--- src/hdl/fsrf_pkg.sv ---
`timescale 1ns / 1ps

package fsrf_pkg;

    localparam int POS_BITS       = 24;
    localparam int ADDR_BITS      = 24;
    localparam int BANK_BYTES     = 32768;
    localparam int BANK_BITS      = $clog2(BANK_BYTES);
    localparam int HEADER_BYTES   = 8;
    localparam int WIN_DEPTH      = 8;
    localparam int FILL_BITS      = $clog2(WIN_DEPTH + 1);
    localparam int WIN_IDX_BITS   = $clog2(WIN_DEPTH);
    localparam int REQ_BITS       = 15;
    localparam int RUN_BITS       = 16;
    localparam int SKIP_BITS      = 17;
    localparam int QUEUE_DEPTH    = 4;
    localparam int QUEUE_PTR_BITS = $clog2(QUEUE_DEPTH);
    localparam int QUEUE_CNT_BITS = $clog2(QUEUE_DEPTH + 1);
    localparam int CFG_DATA_BITS  = 24;
    localparam int CFG_INDEX_BITS = 2;

    localparam logic [REQ_BITS-1:0] MAX_REQUEST = 15'h7FF8;
    localparam logic [RUN_BITS-1:0] RUN_MAX     = 16'hFFFF;

    localparam logic [7:0] TAG_S = 8'h53;
    localparam logic [7:0] TAG_T = 8'h54;
    localparam logic [7:0] TAG_A = 8'h41;
    localparam logic [7:0] TAG_R = 8'h52;

    localparam logic [CFG_INDEX_BITS-1:0] CFG_REQUEST_SIZE    = 2'd0;
    localparam logic [CFG_INDEX_BITS-1:0] CFG_START_OFFSET    = 2'd1;
    localparam logic [CFG_INDEX_BITS-1:0] CFG_AGGRESSIVE_MODE = 2'd2;

    typedef enum logic {
        ST_SCAN,
        ST_DRAIN
    } back_state_t;

    typedef struct packed {
        logic [7:0] data_byte;
        logic       last;
        logic       zero;
    } item_t;

    typedef struct packed {
        logic                 hit;
        logic                 shift;
        logic [POS_BITS-1:0]  addr;
        logic [RUN_BITS-1:0]  run;
        logic [SKIP_BITS-1:0] skip;
    } judge_t;

    function automatic logic [RUN_BITS-1:0] run_need(input logic [REQ_BITS-1:0] req);
        return RUN_BITS'(req) + RUN_BITS'(HEADER_BYTES);
    endfunction

    function automatic logic run_complete(input logic [RUN_BITS-1:0] run,
                                          input logic [REQ_BITS-1:0] req);
        return (req != '0) && (req <= MAX_REQUEST) && (run == run_need(req));
    endfunction

    function automatic logic [RUN_BITS-1:0] bump(input logic [RUN_BITS-1:0] run);
        return (run == RUN_MAX) ? run : run + RUN_BITS'(1);
    endfunction

    // judge the oldest window byte
    function automatic judge_t judge(input logic [WIN_DEPTH-1:0][7:0] win,
                                     input logic                    zero0,
                                     input logic                    full,
                                     input logic [RUN_BITS-1:0]     run,
                                     input logic [SKIP_BITS-1:0]    skip,
                                     input logic [POS_BITS-1:0]     pos,
                                     input logic [REQ_BITS-1:0]     req,
                                     input logic                    aggr);
        judge_t              j;
        logic [RUN_BITS-1:0] r;
        logic [15:0]         sz;
        logic [15:0]         inv;
        logic                tag;
        j.hit   = 1'b0;
        j.shift = 1'b1;
        j.addr  = pos - POS_BITS'(run_need(req));
        j.run   = run;
        j.skip  = skip;
        sz      = {win[5], win[4]};
        inv     = ~{win[7], win[6]};
        tag     = full && (win[0] == TAG_S) && (win[1] == TAG_T)
                  && (win[2] == TAG_A) && (win[3] == TAG_R);
        r       = (pos[BANK_BITS-1:0] == '0) ? '0 : run;
        if (skip != '0) begin
            j.skip = skip - SKIP_BITS'(1);
        end else if (run_complete(run, req)) begin
            j.hit   = 1'b1;
            j.shift = 1'b0;
        end else if (tag) begin
            if (sz != inv) begin
                j.run = bump(r);
            end else begin
                j.skip = SKIP_BITS'(sz) + SKIP_BITS'(HEADER_BYTES);
                j.run  = '0;
            end
        end else if (zero0 || aggr) begin
            j.run = bump(r);
        end else begin
            j.run = '0;
        end
        return j;
    endfunction

endpackage

--- src/hdl/fsrf_in_if.sv ---
`timescale 1ns / 1ps

interface fsrf_in_if;
    logic       valid;
    logic       ready;
    logic [7:0] data_byte;
    logic       end_of_image;

    modport source (output valid, output data_byte, output end_of_image, input ready);
    modport sink (input valid, input data_byte, input end_of_image, output ready);
endinterface

--- src/hdl/fsrf_out_if.sv ---
`timescale 1ns / 1ps

interface fsrf_out_if;
    logic        valid;
    logic        ready;
    logic        found;
    logic [23:0] block_address;

    modport source (output valid, output found, output block_address, input ready);
    modport sink (input valid, input found, input block_address, output ready);
endinterface

--- src/hdl/fsrf_front.sv ---
`timescale 1ns / 1ps

module fsrf_front
    import fsrf_pkg::*;
(
    input  logic          clk,
    input  logic          rst_n,
    fsrf_in_if.sink       in_chan,
    output logic          q_valid,
    output item_t         q_item,
    input  logic          q_ready
);

    item_t                     mem_reg [QUEUE_DEPTH];
    logic [QUEUE_PTR_BITS-1:0] wr_ptr_reg;
    logic [QUEUE_PTR_BITS-1:0] wr_ptr_next;
    logic [QUEUE_PTR_BITS-1:0] rd_ptr_reg;
    logic [QUEUE_PTR_BITS-1:0] rd_ptr_next;
    logic [QUEUE_CNT_BITS-1:0] count_reg;
    logic [QUEUE_CNT_BITS-1:0] count_next;
    logic                      push;
    logic                      pop;
    item_t                     item_in;

    assign in_chan.ready = (count_reg != QUEUE_CNT_BITS'(QUEUE_DEPTH));
    assign push          = in_chan.valid && in_chan.ready;
    assign q_valid       = (count_reg != '0);
    assign pop           = q_valid && q_ready;
    assign q_item        = mem_reg[rd_ptr_reg];

    // classify
    always_comb
    begin
        item_in.data_byte = in_chan.data_byte;
        item_in.last      = in_chan.end_of_image;
        item_in.zero      = (in_chan.data_byte == 8'h00);
    end

    always_comb
    begin
        wr_ptr_next = push ? wr_ptr_reg + QUEUE_PTR_BITS'(1) : wr_ptr_reg;
        rd_ptr_next = pop ? rd_ptr_reg + QUEUE_PTR_BITS'(1) : rd_ptr_reg;
        count_next  = count_reg;
        if (push && !pop)
        begin
            count_next = count_reg + QUEUE_CNT_BITS'(1);
        end
        else if (pop && !push)
        begin
            count_next = count_reg - QUEUE_CNT_BITS'(1);
        end
    end

    always_ff @(posedge clk)
    begin
        if (push)
        begin
            mem_reg[wr_ptr_reg] <= item_in;
        end
    end

    always_ff @(posedge clk or negedge rst_n)
    begin
        if (!rst_n)
        begin
            wr_ptr_reg <= '0;
            rd_ptr_reg <= '0;
            count_reg  <= '0;
        end
        else
        begin
            wr_ptr_reg <= wr_ptr_next;
            rd_ptr_reg <= rd_ptr_next;
            count_reg  <= count_next;
        end
    end

endmodule

--- src/hdl/fsrf_back.sv ---
`timescale 1ns / 1ps

module fsrf_back
    import fsrf_pkg::*;
(
    input  logic                      clk,
    input  logic                      rst_n,
    input  logic                      cfg_we,
    input  logic [CFG_INDEX_BITS-1:0] cfg_index,
    input  logic [CFG_DATA_BITS-1:0]  cfg_data,
    input  logic                      q_valid,
    input  item_t                     q_item,
    output logic                      q_ready,
    fsrf_out_if.source                out_chan
);

    back_state_t                  state_reg;
    back_state_t                  state_next;
    logic [WIN_DEPTH-1:0][7:0]    win_reg;
    logic [WIN_DEPTH-1:0][7:0]    win_next;
    logic [WIN_DEPTH-1:0]         zero_reg;
    logic [WIN_DEPTH-1:0]         zero_next;
    logic [FILL_BITS-1:0]         fill_reg;
    logic [FILL_BITS-1:0]         fill_next;
    logic [POS_BITS-1:0]          pos_reg;
    logic [POS_BITS-1:0]          pos_next;
    logic [RUN_BITS-1:0]          run_reg;
    logic [RUN_BITS-1:0]          run_next;
    logic [SKIP_BITS-1:0]         skip_reg;
    logic [SKIP_BITS-1:0]         skip_next;
    logic                         done_reg;
    logic                         done_next;
    logic [REQ_BITS-1:0]          req_reg;
    logic [REQ_BITS-1:0]          req_next;
    logic [CFG_DATA_BITS-1:0]     start_reg;
    logic [CFG_DATA_BITS-1:0]     start_next;
    logic                         aggr_reg;
    logic                         aggr_next;
    logic                         out_valid_reg;
    logic                         out_valid_next;
    logic                         found_reg;
    logic                         found_next;
    logic [ADDR_BITS-1:0]         addr_reg;
    logic [ADDR_BITS-1:0]         addr_next;

    logic                         out_free;
    logic                         pop;
    logic [WIN_DEPTH-1:0][7:0]    win_app;
    logic [WIN_DEPTH-1:0]         zero_app;
    logic [FILL_BITS-1:0]         fill_app;
    logic                         full_app;
    judge_t                       js;
    judge_t                       jd;
    logic                         hit_scan;
    logic                         emit;
    logic                         emit_found;
    logic [POS_BITS-1:0]          emit_addr;
    logic                         rearm;
    logic                         final_hit;
    logic [POS_BITS-1:0]          pos_inc;

    assign out_free = !out_valid_reg || out_chan.ready;
    assign q_ready  = (state_reg == ST_SCAN) && out_free;
    assign pop      = q_valid && q_ready;
    assign pos_inc  = pos_reg + POS_BITS'(1);

    assign out_chan.valid         = out_valid_reg;
    assign out_chan.found         = found_reg;
    assign out_chan.block_address = addr_reg;

    always_comb
    begin
        win_app                        = win_reg;
        zero_app                       = zero_reg;
        win_app[fill_reg[WIN_IDX_BITS-1:0]]  = q_item.data_byte;
        zero_app[fill_reg[WIN_IDX_BITS-1:0]] = q_item.zero;
        fill_app                       = fill_reg + FILL_BITS'(1);
        full_app                       = (fill_app == FILL_BITS'(WIN_DEPTH));
    end

    assign js = judge(win_app, zero_app[0], 1'b1, run_reg, skip_reg, pos_reg,
                      req_reg, aggr_reg);
    assign jd = judge(win_reg, zero_reg[0], 1'b0, run_reg, skip_reg, pos_reg,
                      req_reg, aggr_reg);
    assign hit_scan  = full_app && js.hit;
    assign final_hit = run_complete(jd.run, req_reg);

    always_comb
    begin
        state_next = state_reg;
        case (state_reg)
            ST_SCAN:
            begin
                if (pop && !done_reg && !hit_scan && q_item.last)
                begin
                    state_next = ST_DRAIN;
                end
            end
            ST_DRAIN:
            begin
                if (out_free && (jd.hit || fill_reg == FILL_BITS'(1)))
                begin
                    state_next = ST_SCAN;
                end
            end
            default:
            begin
                state_next = ST_SCAN;
            end
        endcase
    end

    always_comb
    begin
        win_next       = win_reg;
        zero_next      = zero_reg;
        fill_next      = fill_reg;
        pos_next       = pos_reg;
        run_next       = run_reg;
        skip_next      = skip_reg;
        done_next      = done_reg;
        req_next       = req_reg;
        start_next     = start_reg;
        aggr_next      = aggr_reg;
        emit           = 1'b0;
        emit_found     = 1'b0;
        emit_addr      = '0;
        rearm          = 1'b0;

        case (state_reg)
            ST_SCAN:
            begin
                if (pop)
                begin
                    if (!done_reg)
                    begin
                        win_next  = win_app;
                        zero_next = zero_app;
                        fill_next = fill_app;
                        if (full_app)
                        begin
                            run_next  = js.run;
                            skip_next = js.skip;
                            if (js.shift)
                            begin
                                win_next  = win_app >> 8;
                                zero_next = zero_app >> 1;
                                fill_next = fill_app - FILL_BITS'(1);
                                pos_next  = pos_inc;
                            end
                        end
                        if (hit_scan)
                        begin
                            emit       = 1'b1;
                            emit_found = 1'b1;
                            emit_addr  = js.addr;
                            done_next  = 1'b1;
                        end
                    end
                    if (q_item.last && (done_reg || hit_scan))
                    begin
                        rearm = 1'b1;
                    end
                end
            end
            ST_DRAIN:
            begin
                if (out_free)
                begin
                    if (jd.hit)
                    begin
                        emit       = 1'b1;
                        emit_found = 1'b1;
                        emit_addr  = jd.addr;
                        rearm      = 1'b1;
                    end
                    else
                    begin
                        run_next  = jd.run;
                        skip_next = jd.skip;
                        win_next  = win_reg >> 8;
                        zero_next = zero_reg >> 1;
                        fill_next = fill_reg - FILL_BITS'(1);
                        pos_next  = pos_inc;
                        if (fill_reg == FILL_BITS'(1))
                        begin
                            emit       = 1'b1;
                            emit_found = final_hit;
                            emit_addr  = final_hit
                                         ? pos_inc - POS_BITS'(run_need(req_reg)) : '0;
                            rearm      = 1'b1;
                        end
                    end
                end
            end
            default:
            begin
                rearm = 1'b1;
            end
        endcase

        if (rearm)
        begin
            fill_next = '0;
            pos_next  = POS_BITS'(start_reg);
            run_next  = '0;
            skip_next = '0;
            done_next = 1'b0;
        end

        if (cfg_we)
        begin
            case (cfg_index)
                CFG_REQUEST_SIZE:
                begin
                    req_next = cfg_data[REQ_BITS-1:0];
                end
                CFG_START_OFFSET:
                begin
                    start_next = cfg_data;
                    if (fill_reg == '0 && !done_reg && run_reg == '0 && skip_reg == '0)
                    begin
                        pos_next = POS_BITS'(cfg_data);
                    end
                end
                CFG_AGGRESSIVE_MODE:
                begin
                    aggr_next = cfg_data[0];
                end
                default:
                begin
                    req_next = req_reg;
                end
            endcase
        end
    end

    always_comb
    begin
        out_valid_next = out_valid_reg;
        found_next     = found_reg;
        addr_next      = addr_reg;
        if (emit)
        begin
            out_valid_next = 1'b1;
            found_next     = emit_found;
            addr_next      = ADDR_BITS'(emit_addr);
        end
        else if (out_chan.ready)
        begin
            out_valid_next = 1'b0;
        end
    end

    always_ff @(posedge clk)
    begin
        win_reg   <= win_next;
        zero_reg  <= zero_next;
        found_reg <= found_next;
        addr_reg  <= addr_next;
    end

    always_ff @(posedge clk or negedge rst_n)
    begin
        if (!rst_n)
        begin
            state_reg     <= ST_SCAN;
            fill_reg      <= '0;
            pos_reg       <= '0;
            run_reg       <= '0;
            skip_reg      <= '0;
            done_reg      <= 1'b0;
            req_reg       <= REQ_BITS'(1);
            start_reg     <= '0;
            aggr_reg      <= 1'b0;
            out_valid_reg <= 1'b0;
        end
        else
        begin
            state_reg     <= state_next;
            fill_reg      <= fill_next;
            pos_reg       <= pos_next;
            run_reg       <= run_next;
            skip_reg      <= skip_next;
            done_reg      <= done_next;
            req_reg       <= req_next;
            start_reg     <= start_next;
            aggr_reg      <= aggr_next;
            out_valid_reg <= out_valid_next;
        end
    end

endmodule

--- src/hdl/free_space_run_finder_unit.sv ---
`timescale 1ns / 1ps
// Free space run finder.
// in_chan carries image bytes in ascending position order with an end-of-image
// mark on the last byte; out_chan carries one result per image: found and the
// header address (zero when nothing was found). Both use valid/ready; a
// transfer happens when both are high.
// Configuration (request size, start offset, aggressive mode) goes through the
// cfg_we/cfg_index/cfg_data write port; the user must write it only while the
// block is idle, as the block itself does not enforce this.
// Throughput: one byte per cycle while the output register can move and the
// window is not draining an image end. A four-entry queue sits after the input
// and takes up to four bytes while a result waits in the output register.
// A byte is judged at the edge that pops the byte seven positions later, once
// that later byte has passed through the queue; a find is in the output register
// from that same edge. On the last byte the window of up to seven bytes still
// pending drains one byte per cycle while the output register can move, until
// the result is emitted; the next image's bytes wait in the queue meanwhile.
// Reset empties the queue, clears the output, and loads request size 1,
// start offset 0 and aggressive mode off.
// When out_chan.ready is low with a result held, the scan halts, and the
// queue fills and drops in_chan.ready.

module free_space_run_finder_unit
    import fsrf_pkg::*;
(
    input  logic                      clk,
    input  logic                      rst_n,
    input  logic                      cfg_we,
    input  logic [CFG_INDEX_BITS-1:0] cfg_index,
    input  logic [CFG_DATA_BITS-1:0]  cfg_data,
    fsrf_in_if.sink                   in_chan,
    fsrf_out_if.source                out_chan
);

    logic  q_valid;
    logic  q_ready;
    item_t q_item;

    fsrf_front u_front (
        .clk     (clk),
        .rst_n   (rst_n),
        .in_chan (in_chan),
        .q_valid (q_valid),
        .q_item  (q_item),
        .q_ready (q_ready)
    );

    fsrf_back u_back (
        .clk       (clk),
        .rst_n     (rst_n),
        .cfg_we    (cfg_we),
        .cfg_index (cfg_index),
        .cfg_data  (cfg_data),
        .q_valid   (q_valid),
        .q_item    (q_item),
        .q_ready   (q_ready),
        .out_chan  (out_chan)
    );

endmodule

--- src/flat_wrapper.sv ---
// flat-port wrapper written by rule: the top's interface ports become plain ports
module free_space_run_finder_unit_flat import fsrf_pkg::*;
  (clk, rst_n, cfg_we, cfg_index, cfg_data, in_chan_valid, in_chan_data_byte, in_chan_end_of_image, in_chan_ready, out_chan_valid, out_chan_found, out_chan_block_address, out_chan_ready);
  fsrf_in_if in_chan_i ();
  fsrf_out_if out_chan_i ();
  input  logic clk;
  input  logic rst_n;
  input  logic cfg_we;
  input  logic [CFG_INDEX_BITS-1:0] cfg_index;
  input  logic [CFG_DATA_BITS-1:0] cfg_data;
  input wire logic [$bits(in_chan_i.valid)-1:0] in_chan_valid;
  input wire logic [$bits(in_chan_i.data_byte)-1:0] in_chan_data_byte;
  input wire logic [$bits(in_chan_i.end_of_image)-1:0] in_chan_end_of_image;
  output wire logic [$bits(in_chan_i.ready)-1:0] in_chan_ready;
  output wire logic [$bits(out_chan_i.valid)-1:0] out_chan_valid;
  output wire logic [$bits(out_chan_i.found)-1:0] out_chan_found;
  output wire logic [$bits(out_chan_i.block_address)-1:0] out_chan_block_address;
  input wire logic [$bits(out_chan_i.ready)-1:0] out_chan_ready;
  assign in_chan_i.valid = in_chan_valid;
  assign in_chan_i.data_byte = in_chan_data_byte;
  assign in_chan_i.end_of_image = in_chan_end_of_image;
  assign in_chan_ready = in_chan_i.ready;
  assign out_chan_valid = out_chan_i.valid;
  assign out_chan_found = out_chan_i.found;
  assign out_chan_block_address = out_chan_i.block_address;
  assign out_chan_i.ready = out_chan_ready;
  free_space_run_finder_unit u_core (.clk(clk), .rst_n(rst_n), .cfg_we(cfg_we), .cfg_index(cfg_index), .cfg_data(cfg_data), .in_chan(in_chan_i), .out_chan(out_chan_i));
endmodule
--- config.mk ---
export PLATFORM = sky130hd
export DESIGN_NAME = free_space_run_finder_unit_flat
export DESIGN_NICKNAME = d
export VERILOG_FILES = /design/src/hdl/fsrf_pkg.sv /design/src/hdl/fsrf_in_if.sv /design/src/hdl/fsrf_out_if.sv /design/src/hdl/fsrf_front.sv /design/src/hdl/fsrf_back.sv /design/src/hdl/free_space_run_finder_unit.sv /design/src/flat_wrapper.sv
export SDC_FILE = /design/constraint.sdc
export NUM_CORES = 1
export LEC_CHECK = 0
export BUFFER_PORTS_ARGS = -buffer_cell sky130_fd_sc_hd__buf_2
export CAP_MARGIN = 5
export CORE_ASPECT_RATIO = 1.4
export CORE_UTILIZATION = 68
export CTS_CLUSTER_DIAMETER = 50
export DETAILED_ROUTE_END_ITERATION = 8
export PLACE_DENSITY = 0.86
export SYNTH_ARGS = -nofsm -noshare
export SYNTH_HDL_FRONTEND = slang
export SYNTH_HIERARCHICAL = 1
export SYNTH_SLANG_ARGS = --single-unit
--- constraint.sdc ---
create_clock -name clk -period 11.95 [get_ports clk]
set_clock_uncertainty 0.15 [all_clocks]
set_input_delay 2.39 -clock clk [delete_from_list [all_inputs] [get_ports clk]]
set_output_delay 2.39 -clock clk [all_outputs]
set_load 0.005 [all_outputs]
==> flow_summary.ini <==
[yosys]
synth_edf_count = 137
synth.distinct_cells = 91
netlist_area_sq_mm = 0.0175
avgSynthCellArea_sq_um = 8.92
synth_ff_type = edfxtp_1
netlist_instances = 1961
syn_nets = 2051
ys_ff_latch = 248
async_flop_share = 0.448
yosysSeqAreaShare = 0.394
yosys_warnings = 6

[worst_setup_path]
regToRegStartpoint = u_core/u_back/req_reg[3]$_DFFE_PN0P_
critical_path_arrival_ns = 6.59
critPathMaxStageDelay_ns = 0.85
crit_buf_inv = 0
crit_family = simple AND/OR/NAND/NOR gates
startpoint_type = register
cp_max_fo = 20
critical_path_class = register to register
crit-reg2reg-capture = u_core/u_back/out_chan.block_address[4]$_DFFE_PP_
path_common_cell = nand4_1
required_ns = 12.16
regToRegSetupSlack_ns = 5.57
slowest_stage = nand4_1
end_kind = register
ff2ff_path_depth = 13
crit_cells = 13
crit_chain = ha_1 -> nand4_1 -> or4_1 -> mux2_4 -> nor2_4 -> nand4_1 -> nand3_1 -> o21ai_0 -> xnor2_1 -> or4_4 -> nor4_4 -> nand2_1 -> o32ai_1

[timing]
fmax_mhz = 157
whs_ns = 0.357
hold_viol = 0
min_period_ns = 6.38
worst_pin_slew_ns = 1.29
setup_viol = 0
slew_headroom = 0.136
fin_setup_tns_ns = 0
finalCritPeriodShare = 0.534
rsz0062_at_grt = no
drv_slew = 0

[finish]
largest_register_ffs = 64
area_growth_pct = 8.09
fill_cells = 1814
mostFrequentLayoutCells = nand2_1 (319), o21ai_0 (214), edfxtp_1 (137), nor2_1 (129), dfrtp_1 (109)
layout_commonest_cell = nand2_1
antenna_cells = 0
multiInputGateArea_sq_mm = 0.00998
register_area_sq_mm = 0.00690
drive_gt1_frac = 0.128
layout.nets = 2043

[worst_hold_path]
hold_path.startpoint = u_core/u_back/start_reg[14]$_DFFE_PN0P_
whs_path_depth = 1
holdPathEnd = u_core/u_back/start_reg[14]$_DFFE_PN0P_
hold_class = register to register

[routing]
routed-via-count = 15587
ant_nets = 0
wl_per_cell_microns = 22.5
drt_iter0_drc = 1473
first_pass_iters = 6
wl_microns = 51600
drc_errors = 0
routed_via_density = 6.79

[power]
p_leak_nw = 7.46
p_sw_mw = 2.30
pwr-share-comb = 0.505
seqPwrFrac = 0.320
powerDensity_mw_per_mm2 = 268
p_int_mw = 2.77
ir_drop_uv = 211
swShare = 0.453
power_frac_clock = 0.175

[floorplanning]
start_util = 0.692
die-area_sq_mm = 0.0264
num_rows = 69
core-area_sq_mm = 0.0253
pin_count = 67
die_x_microns = 138
die_y_microns = 192

[cts]
cts_resized = 0
post-cts-setup-buffers = 0
clock_path_buffers = 3
tritoncts = built
clock_latency_ns = 0.58
postCtsHoldBufs = 0
cts_max_level = 1
clock_sinks = 248
cts_root_buf = clkbuf_16
clkSlewWorstSetupHoldPaths_ns = 0.06
cts-buffers-inserted = 28

[job]
maxCapViolCount = 0

[global_route]
grt-ovfl-total = 0
grt_pass1_vias = 15070
grt_first_pass_wirelength_microns = 79800
grtUsageTotal = 0.396
grt_antenna_before_repair = 1
grt_start_max_net_pins = 87

[place]
place_hpwl_microns = 36100
io_buffers = 66
gp_congestion = 0.996

[status]
status = complete, no violations
==> power groups by stage <==
stage          combinational (mW)  sequential (mW)  clock (mW)
2_1_floorplan                1.97             1.44           0
3_3_place_gp                 2.41             1.60           0
3_5_place_dp                 2.47             1.62           0
4_1_cts                      2.50             1.61       0.896
5_1_grt                      2.78             1.66       0.926
6_report                     2.56             1.62       0.885
==> area by class of cell <==
cell class                 count  area share
tap                          319      0.0211
clock inverter                22      0.0130
multi-input combinational   1542       0.528
timing repair buffer          92      0.0279
inverter                      41     0.00814
clock buffer                  30      0.0374
sequential                   248       0.365
==> routing by layer <==
metal,vias to the layer above,share of wire,GRT usage
met5,-,0.00021,0
met4,2,0.077,0.295
met3,248,0.080,0.0673
met2,914,0.49,0.662
met1,7340,0.36,0.448
li1,7083,-,-
==> worst register-to-register path, cell delays in order (launching register included) <==
cell     delay, ns
dfrtp_1       0.59
ha_1          0.37
nand4_1       0.14
or4_1         0.73
mux2_4        0.41
nor2_4        0.10
nand4_1       0.85
nand3_1       0.47
o21ai_0       0.21
xnor2_1       0.17
or4_4         0.58
nor4_4        0.45
nand2_1       0.45
o32ai_1       0.48
==> cell usage after synthesis, types with 7 or more instances <==
library cell    n  area share
or2_2           8      0.0029
nand3b_1       11      0.0047
edfxtp_1      137        0.24
or3_1          12      0.0043
and3_1         33       0.012
mux2_2         59       0.038
a21o_1         13      0.0056
nor2_1        131       0.028
inv_1          40      0.0086
nor3b_1         8      0.0034
and2_1         17      0.0061
clkbuf_1      100       0.021
xor2_1         53       0.027
ha_1           47       0.034
nand3_1        43       0.012
or4_1           8      0.0034
xnor2_1        86       0.043
nor3_1         37       0.011
a22oi_1         9      0.0039
buf_2          12      0.0034
buf_1           8      0.0017
nand2b_1       21      0.0075
a21oi_1        93       0.027
a22o_1          8      0.0040
o31ai_1        21      0.0090
buf_4           7      0.0030
mux4_2          8       0.010
o22ai_1        13      0.0046
mux2i_1        59       0.034
nand2_1       319       0.068
nand4_1        28       0.010
nor4_1         28       0.010
dfrtp_1       110        0.16
o21ai_0       214       0.061
nor2b_1        14      0.0050
a31oi_1        17      0.0061
and4_1          8      0.0040
==> through the flow <==
step	util	worst slack [ns]	instances	area (sq um)	total power [mW]
after floorplan	-	5.15	1961	17500	3.41
after global placement	0.710	6.06	2242	18000	4.01
after detailed placement	0.710	5.84	2242	18000	4.09
after CTS	0.748	5.81	2294	18900	5.01
after global routing	0.748	5.45	2294	18900	5.36
final	0.748	5.57	2294	18900	5.07
==> worst max path at each step <==
stage / from / end / slack (ns)
global placement: u_core/u_back/req_reg[3]$_DFFE_PN0P_ / u_core/u_back/out_chan.block_address[4]$_DFFE_PP_ / 6.06
CTS: u_core/u_back/req_reg[3]$_DFFE_PN0P_ / u_core/u_back/out_chan.block_address[4]$_DFFE_PP_ / 5.81
finish: u_core/u_back/req_reg[3]$_DFFE_PN0P_ / u_core/u_back/out_chan.block_address[4]$_DFFE_PP_ / 5.57
global route: u_core/u_back/pos_reg[0]$_DFF_PN0_ / u_core/u_back/out_chan.block_address[4]$_DFFE_PP_ / 5.45
floorplan: out_chan_ready / u_core/u_back/win_reg[0]$_DFFE_PP_ / 5.15
detailed placement: u_core/u_back/req_reg[3]$_DFFE_PN0P_ / u_core/u_back/out_chan.block_address[4]$_DFFE_PP_ / 5.84
==> cell families (layout without fill, tap and decap cells) <==
kind of cell | Yosys count | after routing | synth area share
AND/OR/NAND/NOR | 754 | 754 | 0.211
AO/OA/AOI/OAI | 467 | 467 | 0.160
flip-flops | 248 | 248 | 0.394
buffers and inverters | 171 | 185 | 0.0403
XOR/XNOR | 141 | 141 | 0.0718
multiplexers | 130 | 130 | 0.0867
adder cells (fa/ha/maj) | 50 | 50 | 0.0370
Power figures use the tool's default switching activity.
